===== src/design/raq_pkg.sv =====
// raq_pkg: shared constants, types and codes for the request admission queue.
// No dependencies.
package raq_pkg;

    localparam int WAIT_DEPTH = 16;
    localparam int WORKERS    = 4;
    localparam int TAG_BITS   = 16;
    localparam int WIDX_BITS  = $clog2(WAIT_DEPTH);
    localparam int CNT_BITS   = $clog2(WAIT_DEPTH + 1);
    localparam int WK_BITS    = 2;
    localparam int MAX_EVICT  = 8;
    localparam logic [15:0] LFSR_TAPS = 16'hB400;

    localparam logic [2:0] CFG_POLICY  = 3'd0;
    localparam logic [2:0] CFG_LIMIT   = 3'd1;
    localparam logic [2:0] CFG_CEILING = 3'd2;
    localparam logic [2:0] CFG_WORKERS = 3'd3;
    localparam logic [2:0] CFG_SEED    = 3'd4;

    localparam logic [2:0] POL_BLOCK       = 3'd0;
    localparam logic [2:0] POL_DROP_TAIL   = 3'd1;
    localparam logic [2:0] POL_DROP_HEAD   = 3'd2;
    localparam logic [2:0] POL_BLOCK_FLUSH = 3'd3;
    localparam logic [2:0] POL_DYNAMIC     = 3'd4;
    localparam logic [2:0] POL_DROP_RANDOM = 3'd5;

    localparam logic [1:0] ACT_ARRIVE   = 2'd0;
    localparam logic [1:0] ACT_DISPATCH = 2'd1;
    localparam logic [1:0] ACT_COMPLETE = 2'd2;

    localparam logic [3:0] ST_QUEUED      = 4'd0;
    localparam logic [3:0] ST_REFUSED     = 4'd1;
    localparam logic [3:0] ST_DROPPED     = 4'd2;
    localparam logic [3:0] ST_EVICTED     = 4'd3;
    localparam logic [3:0] ST_DISPATCHED  = 4'd4;
    localparam logic [3:0] ST_EMPTY       = 4'd5;
    localparam logic [3:0] ST_COMPLETED   = 4'd6;
    localparam logic [3:0] ST_NOT_RUNNING = 4'd7;
    localparam logic [3:0] ST_BUSY        = 4'd8;

    // Result tag sources.
    localparam logic [1:0] TSEL_INPUT   = 2'd0;
    localparam logic [1:0] TSEL_REMOVED = 2'd1;
    localparam logic [1:0] TSEL_RUNNING = 2'd2;
    localparam logic [1:0] TSEL_ZERO    = 2'd3;

    typedef enum logic [3:0] {
        S_IDLE, S_DECIDE, S_RAND_STEP, S_RAND_MOD, S_SHIFT, S_EMIT, S_WAIT_OUT
    } t_state;

    // Shift purposes: what follows a compaction.
    typedef enum logic [1:0] {
        K_NONE, K_HEAD, K_RAND, K_DISPATCH
    } t_kind;

    // Controller -> datapath commands.
    typedef struct packed {
        logic       load_in;
        logic       lfsr_step;
        logic       mod_start;
        logic       shift_start;   // begin removal at r_idx
        logic       shift_step;
        logic       use_mod_idx;   // removal index from modulo result, else 0
        logic       push;
        logic       run_set;
        logic       run_clr;
        logic       grow_limit;
        logic       set_flush;
        logic       clr_flush_chk;
        logic       out_load;
        logic [3:0] out_status;
        logic [1:0] out_tag_sel;   // one of the TSEL_ codes
        logic       out_wk_zero;
        logic       out_last;
    } t_cmd;

    // Datapath -> controller status.
    typedef struct packed {
        logic [1:0] action;
        logic [2:0] policy;
        logic       flush;
        logic       under_limit;
        logic       at_cap;
        logic       storage_full;
        logic       wait_empty;
        logic       wk_oob;
        logic       wk_busy;
        logic [3:0] evict_n;
        logic       mod_done;
        logic       shift_done;
        logic       out_busy;
    } t_stat;

endpackage


===== src/design/request_admission_queue.sv =====
// request_admission_queue: top level; event sequencer plus queue datapath.
// Depends on raq_pkg, raq_ctrl, raq_dp.
//
// One event at a time. Arrival, completion and simple dispatch: the word is captured,
// then decided and its result word registered, and the sequencer is idle again. Dispatch
// and drop head compact the FIFO one entry per cycle. Drop random: per eviction a
// bit-serial modulo, then compaction and a result word, at most 8 evictions. A stalled
// result word holds the sequencer.
// Synchronous active-low reset: FIFO empty, no worker running, limit and LFSR
// loaded from register reset values; waiting and running tags undefined.
module request_admission_queue import raq_pkg::*; (
    input  logic        i_clk,
    input  logic        i_rst_n,
    input  logic        i_cfg_we,
    input  logic [2:0]  i_cfg_addr,
    input  logic [15:0] i_cfg_data,
    input  logic        s_axis_tvalid,
    output logic        s_axis_tready,
    input  logic [23:0] s_axis_tdata,   // action[1:0], request_tag[17:2], worker_id[19:18]
    output logic        m_axis_tvalid,
    input  logic        m_axis_tready,
    output logic [23:0] m_axis_tdata,   // status[3:0], result_tag[19:4], result_worker[21:20]
    output logic        m_axis_tlast
);

    t_cmd  w_cmd;
    t_stat w_stat;
    logic  w_idle;
    logic [3:0]          w_status;
    logic [TAG_BITS-1:0] w_tag;
    logic [1:0]          w_wk;

    // accept a word only while the sequencer is idle
    assign s_axis_tready = w_idle;

    raq_ctrl u_ctrl (
        .i_clk   (i_clk),
        .i_rst_n (i_rst_n),
        .i_start (s_axis_tvalid && w_idle),
        .i_stat  (w_stat),
        .o_cmd   (w_cmd),
        .o_idle  (w_idle)
    );

    raq_dp u_dp (
        .i_clk      (i_clk),
        .i_rst_n    (i_rst_n),
        .i_cfg_we   (i_cfg_we),
        .i_cfg_addr (i_cfg_addr),
        .i_cfg_data (i_cfg_data),
        .i_action   (s_axis_tdata[1:0]),
        .i_tag      (s_axis_tdata[17:2]),
        .i_worker   (s_axis_tdata[19:18]),
        .i_cmd      (w_cmd),
        .o_stat     (w_stat),
        .o_valid    (m_axis_tvalid),
        .i_ready    (m_axis_tready),
        .o_status   (w_status),
        .o_tag      (w_tag),
        .o_worker   (w_wk),
        .o_last     (m_axis_tlast)
    );

    assign m_axis_tdata = {2'b00, w_wk, w_tag, w_status};

endmodule


===== src/design/raq_ctrl.sv =====
// raq_ctrl: event sequencer for the request admission queue.
// Depends on raq_pkg.
module raq_ctrl import raq_pkg::*; (
    input  logic   i_clk,
    input  logic   i_rst_n,
    input  logic   i_start,
    input  t_stat  i_stat,
    output t_cmd   o_cmd,
    output logic   o_idle
);

    t_state     r_state, n_state;
    t_kind      r_kind, n_kind;
    logic [3:0] r_left, n_left;

    always_ff @(posedge i_clk) begin
        if (!i_rst_n) begin
            r_state <= S_IDLE;
            r_kind  <= K_NONE;
            r_left  <= '0;
        end else begin
            r_state <= n_state;
            r_kind  <= n_kind;
            r_left  <= n_left;
        end
    end

    always_comb begin
        n_state = r_state;
        n_kind  = r_kind;
        n_left  = r_left;
        o_cmd   = '0;
        o_idle  = (r_state == S_IDLE);
        unique case (r_state)
            S_IDLE: begin
                if (i_start) begin
                    o_cmd.load_in = 1'b1;
                    n_state = S_DECIDE;
                end
            end
            S_DECIDE: begin
                if (!i_stat.out_busy) begin
                    n_state = S_IDLE;
                    o_cmd.out_load = 1'b1;
                    o_cmd.out_last = 1'b1;
                    priority case (i_stat.action)
                        ACT_ARRIVE: begin
                            o_cmd.clr_flush_chk = 1'b1;
                            priority if (i_stat.flush && i_stat.policy == POL_BLOCK_FLUSH) begin
                                o_cmd.out_status = ST_REFUSED;
                            end else if (i_stat.under_limit) begin
                                o_cmd.push = !i_stat.storage_full;
                                o_cmd.out_status = !i_stat.storage_full ? ST_QUEUED :
                                    (i_stat.policy == POL_BLOCK ? ST_REFUSED : ST_DROPPED);
                            end else if (i_stat.policy == POL_BLOCK) begin
                                o_cmd.push = !i_stat.at_cap && !i_stat.storage_full;
                                o_cmd.out_status = o_cmd.push ? ST_QUEUED : ST_REFUSED;
                            end else if (i_stat.policy == POL_DROP_HEAD) begin
                                if (i_stat.wait_empty) begin
                                    o_cmd.out_status = ST_DROPPED;
                                end else begin
                                    o_cmd.out_load    = 1'b0;
                                    o_cmd.shift_start = 1'b1;
                                    n_kind  = K_HEAD;
                                    n_state = S_SHIFT;
                                end
                            end else if (i_stat.policy == POL_BLOCK_FLUSH) begin
                                o_cmd.set_flush  = 1'b1;
                                o_cmd.out_status = ST_REFUSED;
                            end else if (i_stat.policy == POL_DYNAMIC) begin
                                o_cmd.grow_limit = 1'b1;
                                o_cmd.out_status = ST_DROPPED;
                            end else if (i_stat.policy == POL_DROP_RANDOM) begin
                                o_cmd.out_load = 1'b0;
                                n_left  = i_stat.evict_n;
                                n_kind  = K_RAND;
                                n_state = S_RAND_STEP;
                            end else begin
                                o_cmd.out_status = ST_DROPPED;
                            end
                        end
                        ACT_DISPATCH: begin
                            priority if (i_stat.wk_oob) begin
                                o_cmd.out_status  = ST_BUSY;
                                o_cmd.out_tag_sel = TSEL_ZERO;
                            end else if (i_stat.wk_busy) begin
                                o_cmd.out_status  = ST_BUSY;
                                o_cmd.out_tag_sel = TSEL_RUNNING;
                            end else if (i_stat.wait_empty) begin
                                o_cmd.out_status  = ST_EMPTY;
                                o_cmd.out_tag_sel = TSEL_ZERO;
                            end else begin
                                o_cmd.out_load    = 1'b0;
                                o_cmd.shift_start = 1'b1;
                                n_kind  = K_DISPATCH;
                                n_state = S_SHIFT;
                            end
                        end
                        ACT_COMPLETE: begin
                            if (!i_stat.wk_oob && i_stat.wk_busy) begin
                                o_cmd.run_clr     = 1'b1;
                                o_cmd.out_status  = ST_COMPLETED;
                                o_cmd.out_tag_sel = TSEL_RUNNING;
                            end else begin
                                o_cmd.out_status  = ST_NOT_RUNNING;
                                o_cmd.out_tag_sel = TSEL_ZERO;
                            end
                        end
                        default: begin
                            o_cmd.out_status  = ST_EMPTY;
                            o_cmd.out_tag_sel = TSEL_ZERO;
                            o_cmd.out_wk_zero = 1'b1;
                        end
                    endcase
                end
            end
            S_RAND_STEP: begin
                // evictions done or FIFO drained: emit the arrival, queued unless the FIFO is full
                if (r_left == '0 || i_stat.wait_empty) begin
                    n_state = S_EMIT;
                end else begin
                    o_cmd.lfsr_step = 1'b1;
                    o_cmd.mod_start = 1'b1;
                    n_left  = r_left - 4'd1;
                    n_state = S_RAND_MOD;
                end
            end
            S_RAND_MOD: begin
                if (i_stat.mod_done) begin
                    o_cmd.shift_start = 1'b1;
                    o_cmd.use_mod_idx = 1'b1;
                    n_state = S_SHIFT;
                end
            end
            S_SHIFT: begin
                o_cmd.shift_step = 1'b1;
                if (i_stat.shift_done) begin
                    n_state = S_WAIT_OUT;
                end
            end
            S_WAIT_OUT: begin
                if (!i_stat.out_busy) begin
                    o_cmd.out_load    = 1'b1;
                    o_cmd.out_tag_sel = TSEL_REMOVED;
                    if (r_kind == K_DISPATCH) begin
                        o_cmd.run_set    = 1'b1;
                        o_cmd.out_status = ST_DISPATCHED;
                        o_cmd.out_last   = 1'b1;
                        n_state = S_IDLE;
                    end else begin
                        o_cmd.out_status = ST_EVICTED;
                        n_state = (r_kind == K_RAND) ? S_RAND_STEP : S_EMIT;
                    end
                end
            end
            S_EMIT: begin
                if (!i_stat.out_busy) begin
                    o_cmd.out_load   = 1'b1;
                    o_cmd.out_last   = 1'b1;
                    o_cmd.push       = !i_stat.storage_full;
                    o_cmd.out_status = i_stat.storage_full ? ST_DROPPED : ST_QUEUED;
                    n_state = S_IDLE;
                end
            end
            default: n_state = S_IDLE;
        endcase
    end

    always_ff @(posedge i_clk) begin
        if (i_rst_n) begin
            assert (!(o_cmd.push && o_cmd.shift_start)) else $error("push during removal");
            assert (!(o_cmd.run_set && o_cmd.run_clr)) else $error("run set and clear");
        end
    end

    a_out_only_when_free: assert property (@(posedge i_clk) disable iff (!i_rst_n)
        o_cmd.out_load |-> !i_stat.out_busy) else $error("result overwritten");
    a_idle_accept: assert property (@(posedge i_clk) disable iff (!i_rst_n)
        o_cmd.load_in |=> r_state == S_DECIDE) else $error("bad start");
    a_rand_count: assert property (@(posedge i_clk) disable iff (!i_rst_n)
        r_state == S_RAND_STEP |-> r_left <= 4'(MAX_EVICT)) else $error("evict count");

endmodule


===== src/design/raq_dp.sv =====
// raq_dp: waiting FIFO, running table, limits, LFSR, modulo unit and result register.
// Depends on raq_pkg.
module raq_dp import raq_pkg::*; (
    input  logic                i_clk,
    input  logic                i_rst_n,
    input  logic                i_cfg_we,
    input  logic [2:0]          i_cfg_addr,
    input  logic [15:0]         i_cfg_data,
    input  logic [1:0]          i_action,
    input  logic [TAG_BITS-1:0] i_tag,
    input  logic [1:0]          i_worker,
    input  t_cmd                i_cmd,
    output t_stat               o_stat,
    output logic                o_valid,
    input  logic                i_ready,
    output logic [3:0]          o_status,
    output logic [TAG_BITS-1:0] o_tag,
    output logic [1:0]          o_worker,
    output logic                o_last
);

    logic [2:0]  r_policy;
    logic [4:0]  r_total, r_ceil, r_limit;
    logic [2:0]  r_wcnt;
    logic [15:0] r_seed, r_lfsr;
    logic        r_flush;

    logic [1:0]          r_action;
    logic [TAG_BITS-1:0] r_tag;
    logic [1:0]          r_wk;

    logic [TAG_BITS-1:0] r_wait [WAIT_DEPTH];
    logic [CNT_BITS-1:0] r_count;
    logic [TAG_BITS-1:0] r_run [WORKERS];
    logic [WORKERS-1:0]  r_run_v;

    logic [WIDX_BITS-1:0] r_idx;
    logic [TAG_BITS-1:0]  r_removed;
    logic                 r_shifting, r_shift_done;

    logic [16:0]         r_rem;
    logic [4:0]          r_mod_bit;
    logic                r_mod_busy;
    logic [CNT_BITS-1:0] r_div;

    logic                r_ovalid;
    logic [3:0]          r_ostatus;
    logic [TAG_BITS-1:0] r_otag;
    logic [1:0]          r_owk;
    logic                r_olast;

    logic [5:0] w_cap_raw;
    logic [4:0] w_cap;
    logic [2:0] w_running;
    logic [5:0] w_occ;
    logic [5:0] w_ceil;
    logic [15:0] w_lfsr_src, w_lfsr_nx;
    logic        w_run_hit;
    logic [16:0] w_rem_sh;

    // waiting capacity = limit - workers, clamped to [0, WAIT_DEPTH]
    always_comb begin
        w_cap_raw = (r_limit > 5'(r_wcnt)) ? 6'(r_limit - 5'(r_wcnt)) : 6'd0;
        w_cap = (w_cap_raw > 6'(WAIT_DEPTH)) ? 5'(WAIT_DEPTH) : w_cap_raw[4:0];
        w_running = '0;
        for (int i = 0; i < WORKERS; i++) w_running = w_running + 3'(r_run_v[i]);
        w_occ  = 6'(r_count) + 6'(w_running);
        w_ceil = 6'(r_ceil);
        if (w_ceil > 6'(WAIT_DEPTH) + 6'(r_wcnt)) w_ceil = 6'(WAIT_DEPTH) + 6'(r_wcnt);
        if (w_ceil > 6'd31) w_ceil = 6'd31;
        w_lfsr_src = (r_lfsr == 16'd0) ? 16'd1 : r_lfsr;
        w_lfsr_nx  = w_lfsr_src[0] ? ((w_lfsr_src >> 1) ^ LFSR_TAPS) : (w_lfsr_src >> 1);
        w_run_hit  = (32'(r_wk) < WORKERS) && r_run_v[r_wk];
        w_rem_sh   = {r_rem[15:0], r_lfsr[r_mod_bit[3:0]]};
    end

    always_comb begin
        o_stat.action       = r_action;
        o_stat.policy       = r_policy;
        o_stat.flush        = r_flush && !(r_count == '0 && r_run_v == '0);
        o_stat.under_limit  = w_occ < 6'(r_limit);
        o_stat.at_cap       = 5'(r_count) >= w_cap;
        o_stat.storage_full = r_count >= CNT_BITS'(WAIT_DEPTH);
        o_stat.wait_empty   = r_count == '0;
        o_stat.wk_oob       = 32'(r_wk) >= WORKERS;
        o_stat.wk_busy      = w_run_hit;
        o_stat.evict_n      = (w_cap[4:1] > 4'(MAX_EVICT)) ? 4'(MAX_EVICT) : w_cap[4:1];
        o_stat.mod_done     = !r_mod_busy;
        o_stat.shift_done   = r_shift_done;
        o_stat.out_busy     = r_ovalid && !i_ready;
    end

    // configuration and limit/seed state
    always_ff @(posedge i_clk) begin
        if (!i_rst_n) begin
            r_policy <= POL_BLOCK;
            r_total  <= 5'd20;
            r_limit  <= 5'd20;
            r_ceil   <= 5'd20;
            r_wcnt   <= 3'd4;
            r_seed   <= 16'd44257;
            r_lfsr   <= 16'd44257;
            r_flush  <= 1'b0;
        end else begin
            if (i_cfg_we) begin
                unique case (i_cfg_addr)
                    CFG_POLICY:  r_policy <= i_cfg_data[2:0];
                    CFG_LIMIT: begin
                        r_total <= i_cfg_data[4:0];
                        r_limit <= i_cfg_data[4:0];
                    end
                    CFG_CEILING: r_ceil <= i_cfg_data[4:0];
                    CFG_WORKERS: r_wcnt <= i_cfg_data[2:0];
                    CFG_SEED: begin
                        r_seed <= i_cfg_data;
                        r_lfsr <= i_cfg_data;
                    end
                    default: ;
                endcase
            end
            if (i_cmd.lfsr_step) r_lfsr <= w_lfsr_nx;
            if (i_cmd.grow_limit && 6'(r_limit) < w_ceil) r_limit <= r_limit + 5'd1;
            if (i_cmd.clr_flush_chk && r_count == '0 && r_run_v == '0) r_flush <= 1'b0;
            if (i_cmd.set_flush) r_flush <= 1'b1;
            if (i_cmd.run_clr && r_count == '0 && (r_run_v & ~(WORKERS'(1) << r_wk)) == '0)
                r_flush <= 1'b0;
        end
    end

    always_ff @(posedge i_clk) begin
        if (i_cmd.load_in) begin
            r_action <= i_action;
            r_tag    <= i_tag;
            r_wk     <= i_worker;
        end
    end

    // bit-serial modulo: lfsr % count, one quotient bit per cycle
    always_ff @(posedge i_clk) begin
        if (!i_rst_n) begin
            r_mod_busy <= 1'b0;
            r_mod_bit  <= '0;
            r_rem      <= '0;
            r_div      <= '0;
        end else if (i_cmd.mod_start) begin
            r_mod_busy <= 1'b1;
            r_mod_bit  <= 5'd15;
            r_rem      <= '0;
            r_div      <= r_count;
        end else if (r_mod_busy) begin
            r_rem <= (w_rem_sh >= 17'(r_div)) ? w_rem_sh - 17'(r_div) : w_rem_sh;
            r_mod_bit <= r_mod_bit - 5'd1;
            if (r_mod_bit == 5'd0) r_mod_busy <= 1'b0;
        end
    end

    // FIFO: push at tail, removal by compaction one entry per cycle
    always_ff @(posedge i_clk) begin
        if (!i_rst_n) begin
            r_count      <= '0;
            r_shifting   <= 1'b0;
            r_shift_done <= 1'b0;
            r_idx        <= '0;
        end else begin
            r_shift_done <= 1'b0;
            if (i_cmd.push) r_count <= r_count + CNT_BITS'(1);
            if (i_cmd.shift_start) begin
                r_shifting <= 1'b1;
                r_idx <= i_cmd.use_mod_idx ? r_rem[WIDX_BITS-1:0] : '0;
            end else if (r_shifting) begin
                if (CNT_BITS'(r_idx) + CNT_BITS'(1) < r_count) begin
                    r_idx <= r_idx + WIDX_BITS'(1);
                end else begin
                    r_shifting   <= 1'b0;
                    r_shift_done <= 1'b1;
                    r_count      <= r_count - CNT_BITS'(1);
                end
            end
        end
    end

    always_ff @(posedge i_clk) begin
        if (i_cmd.push) r_wait[r_count[WIDX_BITS-1:0]] <= r_tag;
        if (i_cmd.shift_start)
            r_removed <= r_wait[i_cmd.use_mod_idx ? r_rem[WIDX_BITS-1:0] : WIDX_BITS'(0)];
        else if (r_shifting && CNT_BITS'(r_idx) + CNT_BITS'(1) < r_count)
            r_wait[r_idx] <= r_wait[r_idx + WIDX_BITS'(1)];
    end

    // running table
    always_ff @(posedge i_clk) begin
        if (!i_rst_n) begin
            r_run_v <= '0;
        end else begin
            if (i_cmd.run_set) r_run_v[r_wk] <= 1'b1;
            if (i_cmd.run_clr) r_run_v[r_wk] <= 1'b0;
        end
    end

    always_ff @(posedge i_clk) begin
        if (i_cmd.run_set) r_run[r_wk] <= r_removed;
    end

    // result register
    always_ff @(posedge i_clk) begin
        if (!i_rst_n) begin
            r_ovalid <= 1'b0;
        end else if (i_cmd.out_load) begin
            r_ovalid <= 1'b1;
        end else if (i_ready) begin
            r_ovalid <= 1'b0;
        end
    end

    always_ff @(posedge i_clk) begin
        if (i_cmd.out_load) begin
            r_ostatus <= i_cmd.out_status;
            r_olast   <= i_cmd.out_last;
            r_owk     <= (r_action == ACT_ARRIVE || i_cmd.out_wk_zero) ? 2'd0 : r_wk;
            unique case (i_cmd.out_tag_sel)
                TSEL_INPUT:   r_otag <= r_tag;
                TSEL_REMOVED: r_otag <= r_removed;
                TSEL_RUNNING: r_otag <= r_run[r_wk];
                default:      r_otag <= '0;
            endcase
        end
    end

    assign o_valid  = r_ovalid;
    assign o_status = r_ostatus;
    assign o_tag    = r_otag;
    assign o_worker = r_owk;
    assign o_last   = r_olast;

    a_count_bound: assert property (@(posedge i_clk) disable iff (!i_rst_n)
        r_count <= CNT_BITS'(WAIT_DEPTH)) else $error("FIFO overflow");
    a_no_push_full: assert property (@(posedge i_clk) disable iff (!i_rst_n)
        i_cmd.push |-> r_count < CNT_BITS'(WAIT_DEPTH)) else $error("push into full FIFO");
    a_shift_nonempty: assert property (@(posedge i_clk) disable iff (!i_rst_n)
        i_cmd.shift_start |-> r_count != '0) else $error("removal from empty FIFO");

endmodule

===== config.mk =====
export PLATFORM = sky130hd
export DESIGN_NAME = request_admission_queue
export DESIGN_NICKNAME = d
export VERILOG_FILES = /design/src/design/raq_pkg.sv /design/src/design/request_admission_queue.sv /design/src/design/raq_ctrl.sv /design/src/design/raq_dp.sv
export SDC_FILE = /design/constraint.sdc
export NUM_CORES = 1
export LEC_CHECK = 0
export BUFFER_PORTS_ARGS = -buffer_cell sky130_fd_sc_hd__buf_2
export CAP_MARGIN = 25
export CORE_MARGIN = 4
export CORE_UTILIZATION = 29
export CTS_CLUSTER_SIZE = 20
export DETAILED_ROUTE_END_ITERATION = 10
export GPL_ROUTABILITY_DRIVEN = 0
export GPL_TIMING_DRIVEN = 1
export PLACE_DENSITY = 0.51
export SLEW_MARGIN = 10
export SYNTH_ARGS = -nofsm -noshare
export SYNTH_HDL_FRONTEND = slang
export SYNTH_SLANG_ARGS = --single-unit
export TNS_END_PERCENT = 1

===== constraint.sdc =====
create_clock -name i_clk -period 12.6 [get_ports i_clk]
set_input_delay 1.89 -clock i_clk [delete_from_list [all_inputs] [get_ports i_clk]]
set_output_delay 1.89 -clock i_clk [all_outputs]
set_load 0.02 [all_outputs]

==> results.sh, run 1 <==
export IMPL_timing_max_cap_violations=0
export IMPL_synth_edff_count=379
export IMPL_die_boundary_height_um=310
export IMPL_cp_data_arrival_time_ns=6.45
export IMPL_cell_by_cell_trace_of_the_critical_path="buf_4, inv_1, ha_4, ha_1, a21boi_0, o21ai_0, a21oi_1, nor3b_2, and2_4, nand4_4, nand2_1, buf_4"
export IMPL_cts_tree="built"
export IMPL_yosysTopAreaCellShare_pct=43.0
export IMPL_leakage_component_of_the_power_nw=10.4
export IMPL_worst_ir_drop_vdd_mv=0.106
export IMPL_syn_instance_count=2057
export IMPL_critPathRequiredTime_ns=12.88
export IMPL_avgSynthCellArea_sq_um=12.9
export IMPL_route_antenna_remaining_nets=0
export IMPL_layout_cells_sized_above_1_pct=31.2
export IMPL_final_period_demand_of_the_worst_path_ns=6.17
export IMPL_route_detailed_vias_per_inst=5.35
export IMPL_critical_path_endpoint_type="register"
export IMPL_grt_first_pass_wirelength_mm=115
export IMPL_layout_common_cells="sky130_fd_sc_hd__edfxtp_1, sky130_fd_sc_hd__mux2_2, sky130_fd_sc_hd__nand2_1, sky130_fd_sc_hd__o21ai_0, sky130_fd_sc_hd__a21oi_1"
export IMPL_ys_seq_elements=466
export IMPL_cts_max_path_buffers=3
export IMPL_holdBufCountCts=0
export IMPL_rsz0062_at_grt="no"
export IMPL_starting_density_pct=29.3
export IMPL_antenna_found_initial=3
export IMPL_cts_post_setup_buffers_inserted=0
export IMPL_number_of_iterations_in_the_first_detailed_routing_pass=5
export IMPL_synth_top_cells_by_area="sky130_fd_sc_hd__edfxtp_1, sky130_fd_sc_hd__mux2_2, sky130_fd_sc_hd__mux4_2"
export IMPL_layout_commonest_cell="sky130_fd_sc_hd__edfxtp_1"
export IMPL_power_mw=4.41
export IMPL_crit_path_max_incr_delay_ns=0.81
export IMPL_fmax_mhz=162
export IMPL_min_period_over_period_pct=49.0
export IMPL_mappedNetlistArea_sq_um=26400
export IMPL_dp_hpwl_mm=48.2
export IMPL_worst_skew_pair_late_latency_ns=0.61
export IMPL_h_tree_levels=2
export IMPL_synth_top_area_cell="sky130_fd_sc_hd__edfxtp_1"
export IMPL_slew_violations=0
export IMPL_setup_viol_count_final=0
export IMPL_core_area_sq_um=90300
export IMPL_grt_max_degree=60
export IMPL_cts_root_buffer_cell="sky130_fd_sc_hd__clkbuf_16"
export IMPL_power_density_nw_per_um2=149
export IMPL_timing_worst_setup_path_type="reg -> reg"
export IMPL_post_route_util_pct=32.7
export IMPL_pin_count=75
export IMPL_seq_area_frac_synth_pct=49.6
export IMPL_via_count_of_the_first_global_routing_pass=17635
export IMPL_routed_via_count=17529
export IMPL_synthDistinctLibCells=78
export IMPL_hold_path_class="reg -> reg"
export IMPL_critical_path_most_common_cell="sky130_fd_sc_hd__buf_4"
export IMPL_clock_buffer_count_from_cts=50
export IMPL_report_final_hold_viol_count=0
export IMPL_wl_per_cell_um=23.7
export IMPL_async_reset_ff_share_pct=0
export IMPL_die_width_um=310
export IMPL_dominantRegCellSynth="sky130_fd_sc_hd__edfxtp_1"
export IMPL_drt_total_wl_mm=77.5
export IMPL_clock_sink_count=466
export IMPL_sequential_cell_area_sq_um=13100
export IMPL_timing_max_slew_rel_slack_pct=26.7
export IMPL_layout_nets=2154
export IMPL_global_route_overflow_total=0
export IMPL_outcome="complete, no violations"
export IMPL_dieArea_sq_um=96100
export IMPL_rows=110
export IMPL_areaGrowthSynthToFinish_pct=11.7
export IMPL_skew_ns=0.0276
export IMPL_worstMarginPinSlew_ns=1.10
export IMPL_final_setup_tns_ns=0
export IMPL_count_of_warnings_emitted_by_yosys=0
export IMPL_cts_resized=0
export IMPL_drt_initial_drc_count=1520
export IMPL_setup_worst_path_start_class="register"
export IMPL_drc_errors=0
export IMPL_buffer_ports_inserted=68
export IMPL_multi_input_comb_area_sq_um=12400
export IMPL_num_fill_cells=8832
export IMPL_slowest_stage="sky130_fd_sc_hd__dfxtp_4"
export IMPL_clkTransAtPathRegs_ns=0.06
export IMPL_grt_usage_pct=15.8
export IMPL_timing_critical_path_fanout_max=38
-- final timing paths --
kind                                            startpoint  slack [ns]                       endpoint  cells past startpoint
worst max register to register  u_dp.r_idx[0]$_SDFFE_PN0P_        6.43  u_dp.r_wait[13][11]$_DFFE_PP_                     12
worst min register to register  u_dp.r_div[2]$_SDFFE_PN0P_        0.46     u_dp.r_div[2]$_SDFFE_PN0P_                      2
worst min-delay path            u_dp.r_div[2]$_SDFFE_PN0P_        0.46     u_dp.r_div[2]$_SDFFE_PN0P_                      2
worst max-delay path            u_dp.r_idx[0]$_SDFFE_PN0P_        6.43  u_dp.r_wait[13][11]$_DFFE_PP_                     12
-- per-layer routing --
metal	global-route usage [%]	wire, um
met1	20.4	32500
met2	27.4	38300
met3	2.30	4570
met4	4.92	2130
met5	0	0
-- sequential cells by signal, summed over array words and instances (netlist names), 5 cells and up, named ones only --
signal          count
u_dp.r_ceil         5
u_dp.r_removed     16
u_dp.r_tag         16
u_dp.r_rem         16
u_dp.r_wait       256
u_dp.r_div          5
u_dp.r_lfsr        16
u_dp.r_mod_bit      5
u_dp.o_tag         16
u_dp.r_limit        5
u_dp.r_count        5
u_dp.r_run         64
-- cell families after synthesis --
| kind of cell | Yosys count | synth area share [%] |
|---|---|---|
| XOR/XNOR | 30 | 0.994 |
| other | 1 | 0.0142 |
| adder cells (fa/ha/maj) | 50 | 2.48 |
| AND/OR/NAND/NOR | 434 | 8.62 |
| flip-flops | 466 | 49.6 |
| buffers and inverters | 213 | 3.67 |
| AO/OA/AOI/OAI | 379 | 8.63 |
| multiplexers | 484 | 26.0 |
-- power by group --
group          switching, mW  internal (mW)
Sequential             0.163           1.86
Combinational          0.486          0.417
Clock                  0.642          0.841
Total                   1.29           3.12
-- stage by stage --
step / hold slack (ns) / cells / area, sq um / setup slack [ns]
2_1_floorplan: 0.436 / 2058 / 26400 / 7.67
3_3_place_gp: 0.455 / 3176 / 27800 / 6.38
3_5_place_dp: 0.454 / 3177 / 27800 / 6.38
4_1_cts: 0.462 / 3270 / 29500 / 6.32
5_1_grt: 0.490 / 3274 / 29500 / 5.99
6_report: 0.462 / 3275 / 29500 / 6.43
-- area by class of cell --
class | instances | share of cell area, %
well taps | 1176 | 4.98
clock inverters | 28 | 0.873
flip-flops and latches | 466 | 44.5
multi-input cells | 1379 | 42.0
clock buffers | 65 | 4.68
diodes | 2 | 0.0170
inverters | 49 | 0.623
repair buffers | 110 | 2.29
-- critical path: cells and delay by family, from the launching register on --
family	cells	cell delay (ns)
buffers and inverters	3	1.41
AND/OR/NAND/NOR	4	2.23
AO/OA/AOI/OAI	3	0.44
flip-flops	1	0.81
adder cells (fa/ha/maj)	2	0.83
-- cell usage after synthesis, types with 17 or more instances --
| library cell | instances |
|---|---|
| sky130_fd_sc_hd__a211oi_1 | 19 |
| sky130_fd_sc_hd__a21oi_1 | 111 |
| sky130_fd_sc_hd__a221oi_1 | 23 |
| sky130_fd_sc_hd__a31oi_1 | 29 |
| sky130_fd_sc_hd__and3_1 | 23 |
| sky130_fd_sc_hd__buf_2 | 36 |
| sky130_fd_sc_hd__clkbuf_1 | 103 |
| sky130_fd_sc_hd__dfxtp_1 | 87 |
| sky130_fd_sc_hd__edfxtp_1 | 379 |
| sky130_fd_sc_hd__ha_1 | 46 |
| sky130_fd_sc_hd__inv_1 | 46 |
| sky130_fd_sc_hd__mux2_2 | 232 |
| sky130_fd_sc_hd__mux2_4 | 90 |
| sky130_fd_sc_hd__mux2i_1 | 60 |
| sky130_fd_sc_hd__mux4_2 | 102 |
| sky130_fd_sc_hd__nand2_1 | 150 |
| sky130_fd_sc_hd__nand3_1 | 55 |
| sky130_fd_sc_hd__nor2_1 | 86 |
| sky130_fd_sc_hd__nor2b_1 | 22 |
| sky130_fd_sc_hd__nor3_1 | 17 |
| sky130_fd_sc_hd__o21ai_0 | 130 |
| sky130_fd_sc_hd__o31ai_1 | 19 |
| sky130_fd_sc_hd__xnor2_1 | 19 |
Power figures use the tool's default switching activity.
==> run 2: changes to the inputs <==
- clock period: 12.6 -> 5.7 ns (I/O delays scaled with it)
==> results.sh, run 2 (synthesis gave the netlist of run 1 again) <==
export IMPL_outcome="complete, no violations"
export IMPL_rsz0062_at_grt="no"
export IMPL_power_sequential_fraction_pct=45.5
export IMPL_comb_power_share_pct=20.6
export IMPL_layout_common_cells="sky130_fd_sc_hd__edfxtp_1, sky130_fd_sc_hd__mux2_2, sky130_fd_sc_hd__nand2_1, sky130_fd_sc_hd__o21ai_0, sky130_fd_sc_hd__a21oi_1"
export IMPL_final_setup_tns_ns=0
export IMPL_cts_max_path_buffers=3
export IMPL_cp_num_cells=23
export IMPL_starting_density_pct=29.3
export IMPL_die_width_um=310
export IMPL_rows=110
export IMPL_top_delay_family_on_crit_path="adder cells"
export IMPL_hold_path_class="in -> reg"
export IMPL_route_antenna_remaining_nets=0
export IMPL_drt_initial_drc_count=1351
export IMPL_worst_setup_path_start="u_dp.r_run_v[1]$_SDFF_PN0_"
export IMPL_dpl_cell_area_sq_um=28300
export IMPL_num_antenna_cells=0
export IMPL_critPathRequiredTime_ns=5.98
export IMPL_slowest_stage="sky130_fd_sc_hd__fa_1"
export IMPL_holdBufCountCts=0
export IMPL_reg2regPathDepth=23
export IMPL_pin_count=75
export IMPL_layout_commonest_cell="sky130_fd_sc_hd__edfxtp_1"
export IMPL_leakage_component_of_the_power_nw=10.6
export IMPL_cts_root_buffer_cell="sky130_fd_sc_hd__clkbuf_16"
export IMPL_timing_max_cap_violations=0
export IMPL_power_density_nw_per_um2=328
export IMPL_global_route_overflow_total=0
export IMPL_regToRegSetupSlack_ns=0.39
export IMPL_largest_register_ffs=256
export IMPL_worst_skew_pair_late_latency_ns=0.62
export IMPL_final_period_demand_of_the_worst_path_ns=5.31
export IMPL_drt_total_wl_mm=79.5
export IMPL_top_regs="u_dp.r_wait x256, u_dp.r_run x64"
export IMPL_slew_violations=0
export IMPL_buffer_ports_inserted=68
export IMPL_worst_ir_drop_vdd_mv=0.222
export IMPL_clkTransAtPathRegs_ns=0.07
export IMPL_cellInternalPower_mw=6.97
export IMPL_setup_viol_count_final=0
export IMPL_grt_usage_pct=16.2
export IMPL_max_flop_register="u_dp.r_wait"
export IMPL_h_tree_levels=2
export IMPL_power_switching_mw=2.88
export IMPL_power_share_switching_pct=29.2
export IMPL_dp_hpwl_mm=49.4
export IMPL_routed_via_count=17619
export IMPL_layout_cells_sized_above_1_pct=32.0
export IMPL_critical_path_reg2reg_startpoint="u_dp.r_run_v[1]$_SDFF_PN0_"
export IMPL_finalInstanceArea_sq_um=30000
export IMPL_skew_ns=0.0335
export IMPL_critical_path_n_buffers_inverters=7
export IMPL_die_boundary_height_um=310
export IMPL_worst_setup_path_endpoint="u_dp.r_wait[11][11]$_DFFE_PP_"
export IMPL_dieArea_sq_um=96100
export IMPL_layout_nets=2182
export IMPL_timing_rr_end="u_dp.r_wait[11][11]$_DFFE_PP_"
export IMPL_route_detailed_vias_per_inst=5.34
export IMPL_timing_critical_path_fanout_max=17
export IMPL_areaGrowthSynthToFinish_pct=13.4
export IMPL_report_final_hold_viol_count=0
export IMPL_clock_sink_count=466
export IMPL_cell_by_cell_trace_of_the_critical_path="inv_1, ha_1, inv_1, fa_1, inv_1, ha_1, inv_1, fa_1, nor2b_1, o21ai_0, xnor2_1, ha_1, a21oi_1, nand2_1, o21ba_2, a21oi_2, a21boi_4, and2_4, buf_4, nand3_2, buf_4, nand2_1, buf_12"
export IMPL_timing_max_slew_rel_slack_pct=27.8
export IMPL_core_area_sq_um=90300
export IMPL_setup_worst_path_start_class="register"
export IMPL_clock_buffer_count_from_cts=51
export IMPL_wl_per_cell_um=24.1
export IMPL_cts_tree="built"
export IMPL_via_count_of_the_first_global_routing_pass=17937
export IMPL_critical_path_most_common_cell="sky130_fd_sc_hd__inv_1"
export IMPL_cp_data_arrival_time_ns=5.60
export IMPL_number_of_iterations_in_the_first_detailed_routing_pass=5
export IMPL_timing_worst_setup_path_type="reg -> reg"
export IMPL_power_mw=9.84
export IMPL_cts_resized=0
export IMPL_drc_errors=0
export IMPL_cts_post_setup_buffers_inserted=0
export IMPL_crit_path_max_incr_delay_ns=0.49
export IMPL_share_clk_of_total_power_pct=33.9
export IMPL_min_period_over_period_pct=93.2
export IMPL_critical_path_endpoint_type="register"
export IMPL_grt_first_pass_wirelength_mm=117
export IMPL_grt_max_degree=68
export IMPL_worstMarginPinSlew_ns=1.08
export IMPL_antenna_found_initial=3
export IMPL_fmax_mhz=188
==> run 2: power groups by stage <==
| stage | clock network, mW | logic (mW) | registers (mW) |
|---|---|---|---|
| global placement | 0 | 2.00 | 4.53 |
| floorplan | 0 | 1.43 | 4.42 |
| detailed placement | 0 | 2.04 | 4.54 |
| finish | 3.34 | 2.03 | 4.48 |
| CTS | 3.43 | 2.05 | 4.47 |
| global route | 3.56 | 2.20 | 4.51 |
==> run 2: per-layer routing <==
layer | part of all wire [%] | GRT usage (%) | routed length (um)
met1 | 42 | 21.1 | 33700
met2 | 50 | 28.3 | 39400
met3 | 5.2 | 2.09 | 4100
met4 | 2.9 | 4.89 | 2270
met5 | 0 | 0 | 0
==> run 2: through the flow <==
step | util (%) | instances | hold WS, ns | setup slack [ns]
final | 33.2 | 3301 | 0.408 | 0.390
after detailed placement | 31.3 | 3206 | 0.453 | 0.395
after global placement | 31.3 | 3204 | 0.457 | 0.397
after CTS | 33.2 | 3300 | 0.379 | 0.355
after global routing | 33.2 | 3301 | 0.381 | 0.0899
after floorplan | - | 2058 | 0.436 | 0.771
==> run 2: worst min path at each step <==
stage | startpoint | endpoint | cells past startpoint
4_1_cts | s_axis_tdata[5] | u_dp.r_tag[3]$_DFFE_PP_ | 1
6_report | s_axis_tdata[16] | u_dp.r_tag[14]$_DFFE_PP_ | 1
3_3_place_gp | u_dp.r_div[3]$_SDFFE_PN0P_ | u_dp.r_div[3]$_SDFFE_PN0P_ | 2
2_1_floorplan | u_dp.r_div[2]$_SDFFE_PN0P_ | u_dp.r_div[2]$_SDFFE_PN0P_ | 2
3_5_place_dp | u_dp.r_div[4]$_SDFFE_PN0P_ | u_dp.r_div[4]$_SDFFE_PN0P_ | 2
5_1_grt | s_axis_tdata[16] | u_dp.r_tag[14]$_DFFE_PP_ | 1
==> run 2: area by class of cell <==
type                    instances  area [sq um]
clock buffers                  67          1420
clock inverters                27           260
fillers                      8872         60300
inverters                      49           184
multi-input cells            1379         12400
flip-flops and latches        466         13100
well taps                    1176          1470
repair buffers                137          1100
